===== src/rtl/rhc_pkg.sv =====
// Shared types, constants and the divider step for the RGB/HSV converter.
package rhc_pkg;

  localparam logic [12:0] HueFull   = 13'd5760;
  localparam logic [9:0]  HueSector = 10'd960;
  localparam logic [12:0] SatOne    = 13'd4096;
  // 4096 * 960, the common denominator of the HSV mixing products
  localparam logic [21:0] MixDen    = 22'd3932160;
  // ceil(2^16 / 15), exact for dividends below 4096
  localparam logic [12:0] Recip15   = 13'd4370;

  typedef enum logic {
    OP_RGB2HSV = 1'b0,
    OP_HSV2RGB = 1'b1
  } op_e;

  // Word handed from the front to the back through the queue
  typedef struct packed {
    op_e         op;
    logic [7:0]  hi;
    logic [7:0]  span;
    logic [10:0] offs;
    logic [7:0]  bright;
    logic [12:0] sat;
    logic [9:0]  fr;
    logic [2:0]  k;
    logic        sat_zero;
  } qw_t;

  // One restoring-divide step result
  typedef struct packed {
    logic [7:0]  rem;
    logic [12:0] n;
    logic [12:0] q;
  } ds_t;

  function automatic ds_t div_step(logic [7:0] rem, logic [12:0] n, logic [12:0] q,
                                   logic [7:0] d);
    logic [8:0] t;
    logic [8:0] diff;
    logic       ge;
    ds_t        r;
    t      = {rem, n[12]};
    ge     = (t >= {1'b0, d});
    diff   = t - {1'b0, d};
    r.rem  = ge ? diff[7:0] : t[7:0];
    r.q    = {q[11:0], ge};
    r.n    = {n[11:0], 1'b0};
    return r;
  endfunction

endpackage


===== src/rtl/rhc_front.sv =====
// Front end: classifies each pixel and works out sector data for the back end.
module rhc_front (
  input  logic          s_valid_i,
  output logic          s_ready_o,
  input  logic          op_i,
  input  logic [7:0]    red_i,
  input  logic [7:0]    green_i,
  input  logic [7:0]    blue_i,
  input  logic [12:0]   hue_i,
  input  logic [12:0]   sat_i,
  input  logic [7:0]    value_i,
  output logic          q_wr_o,
  output rhc_pkg::qw_t  q_word_o,
  input  logic          q_full_i
);
  import rhc_pkg::*;

  logic [7:0]  hi, lo, span;
  logic [10:0] span6, offs;
  logic [12:0] hue_r, sect_base;
  logic [2:0]  k;
  logic [12:0] sat_c;

  assign s_ready_o = !q_full_i;
  assign q_wr_o    = s_valid_i && !q_full_i;

  // largest, smallest and hue offset in units of the spread
  always_comb begin
    hi = red_i;
    lo = red_i;
    if (green_i > hi) hi = green_i;
    if (blue_i > hi) hi = blue_i;
    if (green_i < lo) lo = green_i;
    if (blue_i < lo) lo = blue_i;
    span  = hi - lo;
    span6 = 11'(span) * 11'd6;
    if (red_i == hi) begin
      if (green_i >= blue_i) offs = 11'(green_i - blue_i);
      else offs = span6 - 11'(blue_i - green_i);
    end else if (green_i == hi) begin
      offs = (11'(span) << 1) + 11'(blue_i) - 11'(red_i);
    end else begin
      offs = (11'(span) << 2) + 11'(red_i) - 11'(green_i);
    end
  end

  // hue wrap, sector, saturation clamp
  always_comb begin
    hue_r = (hue_i >= HueFull) ? hue_i - HueFull : hue_i;
    sat_c = (sat_i > SatOne) ? SatOne : sat_i;
    if (hue_r >= 13'd4800) k = 3'd5;
    else if (hue_r >= 13'd3840) k = 3'd4;
    else if (hue_r >= 13'd2880) k = 3'd3;
    else if (hue_r >= 13'd1920) k = 3'd2;
    else if (hue_r >= 13'd960) k = 3'd1;
    else k = 3'd0;
    sect_base = 13'(k) * 13'(HueSector);
  end

  always_comb begin
    q_word_o.op       = op_e'(op_i);
    q_word_o.hi       = hi;
    q_word_o.span     = span;
    q_word_o.offs     = offs;
    q_word_o.bright   = value_i;
    q_word_o.sat      = sat_c;
    q_word_o.fr       = 10'(hue_r - sect_base);
    q_word_o.k        = k;
    q_word_o.sat_zero = (sat_c == 13'd0);
  end

endmodule


===== src/rtl/rhc_queue.sv =====
// Two-entry queue between the front end and the back end.
module rhc_queue (
  input  logic          clk_i,
  input  logic          rst_ni,
  input  logic          wr_i,
  input  rhc_pkg::qw_t  wdata_i,
  output logic          full_o,
  input  logic          rd_i,
  output logic          empty_o,
  output rhc_pkg::qw_t  rdata_o
);
  import rhc_pkg::*;

  qw_t        mem_q [2];
  logic       wp_q, rp_q;
  logic [1:0] cnt_q;

  assign full_o  = (cnt_q == 2'd2);
  assign empty_o = (cnt_q == 2'd0);
  assign rdata_o = mem_q[rp_q];

  // storage
  always_ff @(posedge clk_i) begin
    if (wr_i) mem_q[wp_q] <= wdata_i;
  end

  // pointers and fill count
  always_ff @(posedge clk_i or negedge rst_ni) begin
    if (!rst_ni) begin
      wp_q  <= 1'b0;
      rp_q  <= 1'b0;
      cnt_q <= 2'd0;
    end else begin
      if (wr_i) wp_q <= !wp_q;
      if (rd_i) rp_q <= !rp_q;
      cnt_q <= cnt_q + 2'(wr_i) - 2'(rd_i);
    end
  end

  a_no_overflow: assert property (@(posedge clk_i) disable iff (!rst_ni)
    full_o |-> !wr_i || rd_i) else $error("queue written while full");
  a_no_underflow: assert property (@(posedge clk_i) disable iff (!rst_ni)
    empty_o |-> !rd_i) else $error("queue read while empty");
  a_cnt_range: assert property (@(posedge clk_i) disable iff (!rst_ni)
    cnt_q != 2'd3) else $error("queue count out of range");

endmodule


===== src/rtl/rhc_back.sv =====
// Back end: pipelined dividers for RGB to HSV, mixing products for HSV to RGB.
module rhc_back (
  input  logic          clk_i,
  input  logic          rst_ni,
  input  logic          q_empty_i,
  input  rhc_pkg::qw_t  q_word_i,
  output logic          q_rd_o,
  output logic          m_valid_o,
  input  logic          m_ready_i,
  output logic [7:0]    red_o,
  output logic [7:0]    green_o,
  output logic [7:0]    blue_o,
  output logic [12:0]   hue_o,
  output logic [12:0]   sat_o,
  output logic [7:0]    value_o,
  output logic          undef_o
);
  import rhc_pkg::*;

  localparam int unsigned NStage = 13;

  typedef struct packed {
    op_e         op;
    logic [7:0]  hi;
    logic [7:0]  span;
    logic [2:0]  k;
    logic [7:0]  bright;
    logic        sat_zero;
    logic [7:0]  rs;
    logic [12:0] ns;
    logic [12:0] qs;
    logic [7:0]  rh;
    logic [12:0] nh;
    logic [12:0] qh;
    logic [29:0] xp;
    logic [29:0] xq;
    logic [29:0] xt;
  } dv_t;

  logic        en;
  dv_t         a_q, a_d;
  logic        a_vld_q;
  dv_t         st_q [NStage];
  logic [NStage-1:0] vld_q;
  logic [20:0] nhue;

  // whole pipeline advances unless the output word is stalled
  assign en     = !m_valid_o || m_ready_i;
  assign q_rd_o = en && !q_empty_i;

  // entry stage: dividends and saturation products
  always_comb begin
    nhue         = 21'(q_word_i.offs) * 21'(HueSector);
    a_d.op       = q_word_i.op;
    a_d.hi       = q_word_i.hi;
    a_d.span     = q_word_i.span;
    a_d.k        = q_word_i.k;
    a_d.bright   = q_word_i.bright;
    a_d.sat_zero = q_word_i.sat_zero;
    a_d.rs       = {1'b0, q_word_i.span[7:1]};
    a_d.ns       = {q_word_i.span[0], 12'd0};
    a_d.qs       = 13'd0;
    a_d.rh       = nhue[20:13];
    a_d.nh       = nhue[12:0];
    a_d.qh       = 13'd0;
    a_d.xp       = 30'(q_word_i.sat * 23'(HueSector));
    a_d.xq       = 30'(q_word_i.sat * 23'(q_word_i.fr));
    a_d.xt       = 30'(q_word_i.sat * 23'(HueSector - q_word_i.fr));
  end

  always_ff @(posedge clk_i) begin
    if (en) a_q <= a_d;
  end

  always_ff @(posedge clk_i or negedge rst_ni) begin
    if (!rst_ni) begin
      a_vld_q <= 1'b0;
      vld_q   <= '0;
    end else if (en) begin
      a_vld_q <= q_rd_o;
      vld_q   <= {vld_q[NStage-2:0], a_vld_q};
    end
  end

  // one quotient bit per stage; HSV products finish in the first two stages
  for (genvar i = 0; i < NStage; i++) begin : g_div
    dv_t src, nxt;
    ds_t s_step, h_step;
    logic [24:0] prod_p, prod_q, prod_t;
    if (i == 0) begin : g_src0
      assign src = a_q;
    end else begin : g_srcn
      assign src = st_q[i-1];
    end
    always_comb begin
      s_step = div_step(src.rs, src.ns, src.qs, src.hi);
      h_step = div_step(src.rh, src.nh, src.qh, src.span);
      prod_p = 25'(src.xp[29:18]) * 25'(Recip15);
      prod_q = 25'(src.xq[29:18]) * 25'(Recip15);
      prod_t = 25'(src.xt[29:18]) * 25'(Recip15);
      nxt    = src;
      nxt.rs = s_step.rem;
      nxt.ns = s_step.n;
      nxt.qs = s_step.q;
      nxt.rh = h_step.rem;
      nxt.nh = h_step.n;
      nxt.qh = h_step.q;
      if (i == 0) begin
        nxt.xp = 30'(src.bright) * 30'(MixDen - src.xp[21:0]);
        nxt.xq = 30'(src.bright) * 30'(MixDen - src.xq[21:0]);
        nxt.xt = 30'(src.bright) * 30'(MixDen - src.xt[21:0]);
      end else if (i == 1) begin
        nxt.xp = 30'(prod_p[23:16]);
        nxt.xq = 30'(prod_q[23:16]);
        nxt.xt = 30'(prod_t[23:16]);
      end
    end
    always_ff @(posedge clk_i) begin
      if (en) st_q[i] <= nxt;
    end
  end

  // output register
  dv_t        fin;
  logic [7:0] pv, qv, tv, vv;
  assign fin = st_q[NStage-1];
  assign pv  = fin.xp[7:0];
  assign qv  = fin.xq[7:0];
  assign tv  = fin.xt[7:0];
  assign vv  = fin.bright;

  always_ff @(posedge clk_i or negedge rst_ni) begin
    if (!rst_ni) begin
      m_valid_o <= 1'b0;
    end else if (en) begin
      m_valid_o <= vld_q[NStage-1];
    end
  end

  always_ff @(posedge clk_i) begin
    if (en) begin
      red_o   <= 8'd0;
      green_o <= 8'd0;
      blue_o  <= 8'd0;
      hue_o   <= 13'd0;
      sat_o   <= 13'd0;
      value_o <= 8'd0;
      undef_o <= 1'b0;
      if (fin.op == OP_RGB2HSV) begin
        value_o <= fin.hi;
        sat_o   <= (fin.hi == 8'd0) ? 13'd0 : fin.qs;
        hue_o   <= (fin.span == 8'd0) ? 13'd0 : fin.qh;
        undef_o <= (fin.span == 8'd0);
      end else if (fin.sat_zero) begin
        red_o   <= vv;
        green_o <= vv;
        blue_o  <= vv;
      end else begin
        case (fin.k)
          3'd0: begin red_o <= vv; green_o <= tv; blue_o <= pv; end
          3'd1: begin red_o <= qv; green_o <= vv; blue_o <= pv; end
          3'd2: begin red_o <= pv; green_o <= vv; blue_o <= tv; end
          3'd3: begin red_o <= pv; green_o <= qv; blue_o <= vv; end
          3'd4: begin red_o <= tv; green_o <= pv; blue_o <= vv; end
          default: begin red_o <= vv; green_o <= pv; blue_o <= qv; end
        endcase
      end
    end
  end

  a_sat_range: assert property (@(posedge clk_i) disable iff (!rst_ni)
    m_valid_o |-> sat_o <= SatOne) else $error("saturation above one");
  a_hue_range: assert property (@(posedge clk_i) disable iff (!rst_ni)
    m_valid_o |-> hue_o < HueFull) else $error("hue out of range");
  a_gray_hue: assert property (@(posedge clk_i) disable iff (!rst_ni)
    m_valid_o && undef_o |-> hue_o == 13'd0 && sat_o == 13'd0)
    else $error("gray pixel with nonzero hue or saturation");

endmodule


===== src/rtl/rgb_hsv_convert_unit.sv =====
// Top level of the RGB/HSV pixel converter.
// Usage:
//   One pixel per input word on the s_axis channel; tuser carries the
//   direction (0: RGB to HSV, 1: HSV to RGB), tdata the components.
//   One result word per pixel on the m_axis channel, in input order;
//   tuser there flags a gray RGB input whose hue is undefined.
// Throughput: one pixel per clock, sustained while m_axis_tready_i stays high.
// A pixel is written into the queue, then passes through the entry register
//   fed from the queue, the 13-stage restoring divider (one quotient bit per
//   stage) and the output register.
// A two-entry queue separates the classifying front end from the divider
//   pipeline; while a result waits, input flows on until the queue is full.
// When the receiver stalls, the whole back-end pipeline holds; the queue
//   then fills and s_axis_tready_o drops after at most two more words.
// Reset empties the queue and clears all valid bits; no results are
//   pending afterwards.
module rgb_hsv_convert_unit (
  input  logic        clk_i,
  input  logic        rst_ni,
  input  logic        s_axis_tvalid_i,
  output logic        s_axis_tready_o,
  // in_red, in_green, in_blue, in_hue, in_sat, in_value, zero fill
  input  logic [63:0] s_axis_tdata_i,
  // op
  input  logic        s_axis_tuser_i,
  output logic        m_axis_tvalid_o,
  input  logic        m_axis_tready_i,
  // out_red, out_green, out_blue, out_hue, out_sat, out_value, zero fill
  output logic [63:0] m_axis_tdata_o,
  // hue_undefined
  output logic        m_axis_tuser_o
);
  import rhc_pkg::*;

  qw_t  wr_word, rd_word;
  logic q_wr, q_rd, q_full, q_empty;

  rhc_front u_front (
    .s_valid_i (s_axis_tvalid_i),
    .s_ready_o (s_axis_tready_o),
    .op_i      (s_axis_tuser_i),
    .red_i     (s_axis_tdata_i[7:0]),
    .green_i   (s_axis_tdata_i[15:8]),
    .blue_i    (s_axis_tdata_i[23:16]),
    .hue_i     (s_axis_tdata_i[36:24]),
    .sat_i     (s_axis_tdata_i[49:37]),
    .value_i   (s_axis_tdata_i[57:50]),
    .q_wr_o    (q_wr),
    .q_word_o  (wr_word),
    .q_full_i  (q_full)
  );

  rhc_queue u_queue (
    .clk_i   (clk_i),
    .rst_ni  (rst_ni),
    .wr_i    (q_wr),
    .wdata_i (wr_word),
    .full_o  (q_full),
    .rd_i    (q_rd),
    .empty_o (q_empty),
    .rdata_o (rd_word)
  );

  rhc_back u_back (
    .clk_i     (clk_i),
    .rst_ni    (rst_ni),
    .q_empty_i (q_empty),
    .q_word_i  (rd_word),
    .q_rd_o    (q_rd),
    .m_valid_o (m_axis_tvalid_o),
    .m_ready_i (m_axis_tready_i),
    .red_o     (m_axis_tdata_o[7:0]),
    .green_o   (m_axis_tdata_o[15:8]),
    .blue_o    (m_axis_tdata_o[23:16]),
    .hue_o     (m_axis_tdata_o[36:24]),
    .sat_o     (m_axis_tdata_o[49:37]),
    .value_o   (m_axis_tdata_o[57:50]),
    .undef_o   (m_axis_tuser_o)
  );

  assign m_axis_tdata_o[63:58] = 6'd0;

endmodule

===== config.mk =====
export PLATFORM = sky130hd
export DESIGN_NAME = rgb_hsv_convert_unit
export DESIGN_NICKNAME = d
export VERILOG_FILES = /design/src/rtl/rhc_pkg.sv /design/src/rtl/rhc_front.sv /design/src/rtl/rhc_queue.sv /design/src/rtl/rhc_back.sv /design/src/rtl/rgb_hsv_convert_unit.sv
export SDC_FILE = /design/constraint.sdc
export NUM_CORES = 2
export LEC_CHECK = 0
export ABC_AREA = 1
export BUFFER_PORTS_ARGS = -buffer_cell sky130_fd_sc_hd__buf_2
export CORE_MARGIN = 3
export CORE_UTILIZATION = 45
export CTS_BUF_LIST = sky130_fd_sc_hd__clkbuf_8
export DETAILED_ROUTE_END_ITERATION = 8
export PLACE_DENSITY = 0.64
export SLEW_MARGIN = 20
export SYNTH_ARGS = -nofsm -noshare
export SYNTH_HDL_FRONTEND = slang
export SYNTH_HIERARCHICAL = 1
export SYNTH_SLANG_ARGS = --single-unit

===== constraint.sdc =====
create_clock -name clk_i -period 39.8 [get_ports clk_i]
set_input_delay 3.98 -clock clk_i [delete_from_list [all_inputs] [get_ports clk_i]]
set_output_delay 3.98 -clock clk_i [all_outputs]
set_load 0.02 [all_outputs]

==> results by group <==
Status
  • Status: complete, no violations

Layout
  • Nets: 10800
  • Area grow syn2layout: 8.52%
  • Area occupied by multi-input gates: 0.0440 mm2
  • Layout Utilization: 0.494
  • Layout filler cell count: 18600
  • Sequential standard cell area: 0.0420 mm2
  • Share of cells above drive strength 1: 0.0655
  • Fin cells: 12300

Die
  • Row count: 166
  • Core area: 0.206 mm2
  • Die Wd: 462 um
  • DIE AREA: 0.214 mm2
  • Initial Util: 0.455
  • # IOs: 136
  • Die H: 462 um

Run
  • Max Cap Viol: 0

Place
  • PortBufs: 123
  • DP HPWL: 135000 um
  • Placer's final routability congestion estimate: 0.891
  • Placed insts: 11900
  • Pre-CTS WS: 27.83 ns

Synthesis
  • Asr flop ratio synth: 0.0135
  • Unique cell type count in the Yosys netlist: 70
  • Synth Warn #: 6
  • Post-synthesis register bit count: 1403
  • Post-synth EDFFs: 1384
  • Syn Inst Count: 9070
  • Synth Cell Area: 0.0937 mm2
  • Post-synth top flop: edfxtp_1
  • Seq/Total Area, Yosys: 0.449
  • Syn Area/Cell: 10.3 um2

STA
  • Clk_skew: 0.0608 ns
  • Crit path time final: 11.25 ns
  • Final Hold Violating Endpoints: 0
  • Final setup fails: 0
  • Fin. max-slew vios: 0
  • Tcrit/Tclk final: 0.283
  • Fin worst setup slack: 28.55 ns
  • Slew HR: 0.284
  • RSZ-0062 raised after global routing: no
  • Setup TNS Final: 0 ns
  • Least-Margin Pin Slew: 1.07 ns
  • Max Clock Freq: 88.9 MHz

CTS
  • CTS buffer count: 227
  • Worst-path clk slew: 0.06 ns
  • Clock Sinks: 1403
  • Skew-Pair Late Insertion Delay: 0.95 ns
  • CTS H-tree depth: 4
  • CTS Hold Bufs: 0
  • CTS max path bufs: 3
  • TritonCTS clock tree: done
  • Resized cells post-CTS: 0
  • Post-CTS setup buffers: 0
  • CTS Root Cell: clkbuf_8

Setup path
  • CP required: 40.52 ns
  • Type of origin of the critical path: primary input
  • Crit-path max cell delay: 0.67 ns
  • Crit-path most repeated cell: nand2_1
  • Worst Path Arrival: 11.97 ns
  • CP bufs+invs: 7
  • Crit Path Class: in2reg
  • Worst path slowest cell: xor2_1
  • Crit-path leading delay family: simple AND/OR/NAND/NOR gates
  • Crit Path Max Fanout: 20
  • Crit. End Element: flip-flop

Worst hold path
  • Worst Hold Class: reg2reg

Routing
  • First-pass DRT Iterations: 6
  • DRC viols: 0
  • Total Wirelength: 180000 um
  • Post-DR vias/cell: 4.95
  • Wire per inst: 14.7 um
  • First DRT Iteration DRCs: 3553
  • Routed vias: 60700
  • Routed Antenna Nets: 0

GRT
  • Total gr overflow: 0
  • Overall Global Routing Usage: 0.169
  • Number of global-route vias before repair: 62200
  • Global-route wire length before repair: 303000 um
  • Pin count of the biggest net entering global routing: 193
  • Initial antenna violation count: 5
-- area by class of cell --
cell class	count	share of cell area
inverter	1817	0.0671
clock inverter	185	0.0111
antenna	5	0.000123
tap	2772	0.0341
timing repair buffer	177	0.0102
multi-input combinational	5682	0.433
sequential	1403	0.413
clock buffer	228	0.0309
-- per-layer routing --
metal	track usage	up-vias	routed length (um)	share of wire
li1	-	30000	-	-
met1	0.228	29000	82400	0.46
met2	0.281	1422	84300	0.47
met3	0.0286	306	9060	0.050
met4	0.0490	2	4270	0.024
met5	0	-	12	0.000067
-- Yosys cell counts (all sizes together) (19+ instances only) --
master / count / area [um2]
ha: 747 / 9350
a21o: 24 / 180
a211oi: 20 / 150
o21ai: 324 / 1650
inv: 1808 / 6790
nor2: 836 / 3230
a31oi: 33 / 206
xor2: 208 / 1820
nor3: 76 / 413
buf: 81 / 548
o211ai: 50 / 385
o21bai: 25 / 188
dfrtp: 19 / 475
nand4: 76 / 509
fa: 703 / 14100
nor4: 27 / 181
nand2: 1497 / 5730
or2: 25 / 156
nand3: 253 / 1310
edfxtp: 1384 / 41600
clkbuf: 92 / 347
a21oi: 556 / 2780
xnor2: 100 / 891
-- cells by family (layout without fill, tap and decap cells) --
family / after synthesis / count (layout) / share of synthesized area
flip-flops: 1403 / 1403 / 0.449
XOR/XNOR: 308 / 308 / 0.0289
AO/OA/AOI/OAI: 1096 / 1096 / 0.0645
adder cells (fa/ha/maj): 1450 / 1450 / 0.250
other: 1 / 11 / 0.0000400
buffers and inverters: 1990 / 2407 / 0.0823
AND/OR/NAND/NOR: 2822 / 2822 / 0.126
-- worst paths after layout --
check | from | end | slack (ns) | cells after the start
setup / recovery | s_axis_tdata_i[7] | u_queue/mem_q[1][45] | 28.55 | 42
hold / removal | u_back/st_q[0][1190] | u_back/st_q[0][1374] | 0.39 | 0
setup reg to reg | u_queue/rp_q | u_back/a_q[21] | 32.58 | 24
hold reg to reg | u_back/st_q[0][1190] | u_back/st_q[0][1374] | 0.39 | 0
max in group asynchronous | rst_ni | u_queue/rp_q | 36.48 | 1
min in group asynchronous | rst_ni | u_back/vld_q[11] | 2.98 | 1
-- registers in the layout (all words and copies together) (netlist names), 2 cells and up --
signal	flops
u_back/a_q	103
u_back/vld_q	13
u_back/hue_o	13
u_back/sat_o	13
u_back/value_o	8
u_back/blue_o	8
u_queue/mem_q	126
u_queue/cnt_q	2
u_back/red_o	8
u_back/st_q	1096
u_back/green_o	8
-- per-stage QoR --
| stage | area (um2) | hold WS (ns) |
|---|---|---|
| after floorplan | 93700 | 0.400 |
| after global placement | 97400 | 0.401 |
| after detailed placement | 97400 | 0.405 |
| after CTS | 102000 | 0.374 |
| after global routing | 102000 | 0.392 |
| final | 102000 | 0.391 |
-- worst reg2reg max path, cell delays in order, from the launching register on --
cell and delay (ns):
dfrtp_4 0.65, buf_4 0.56, nand2_1 0.22, o21ai_2 0.08, buf_4 0.34, inv_1 0.17, nor2_1 0.35, fa_1 0.50
inv_1 0.10, fa_1 0.52, inv_1 0.39, fa_1 0.49, fa_1 0.50, inv_1 0.06, fa_1 0.53, inv_1 0.04
ha_1 0.35, inv_1 0.09, nor3_1 0.33, a21boi_0 0.23, nor2_1 0.08, nand2_1 0.07, nor2_1 0.06, nand2_1 0.07
nand2_1 0.13
-- cell usage in the layout, fill, tap and decap left out, drive strengths merged, types with 10 or more instances in the layout --
cell and n:
a211oi 20, a21boi 10, a21o 24, a21oi 556
a31oi 33, buf 177, clkbuf 228, clkinv 111
dfrtp 19, edfxtp 1384, fa 703, ha 747
inv 1880, nand2 1497, nand3 253, nand3b 17
nand4 76, nor2 836, nor3 76, nor4 27
o211ai 50, o21ai 324, o21bai 25, o221ai 12
o22ai 11, or2 25, xnor2 100, xor2 208
Power is left out: the tool's default activity adds up to more than one toggle a clock period on the data nets, which glitch-free logic cannot reach.
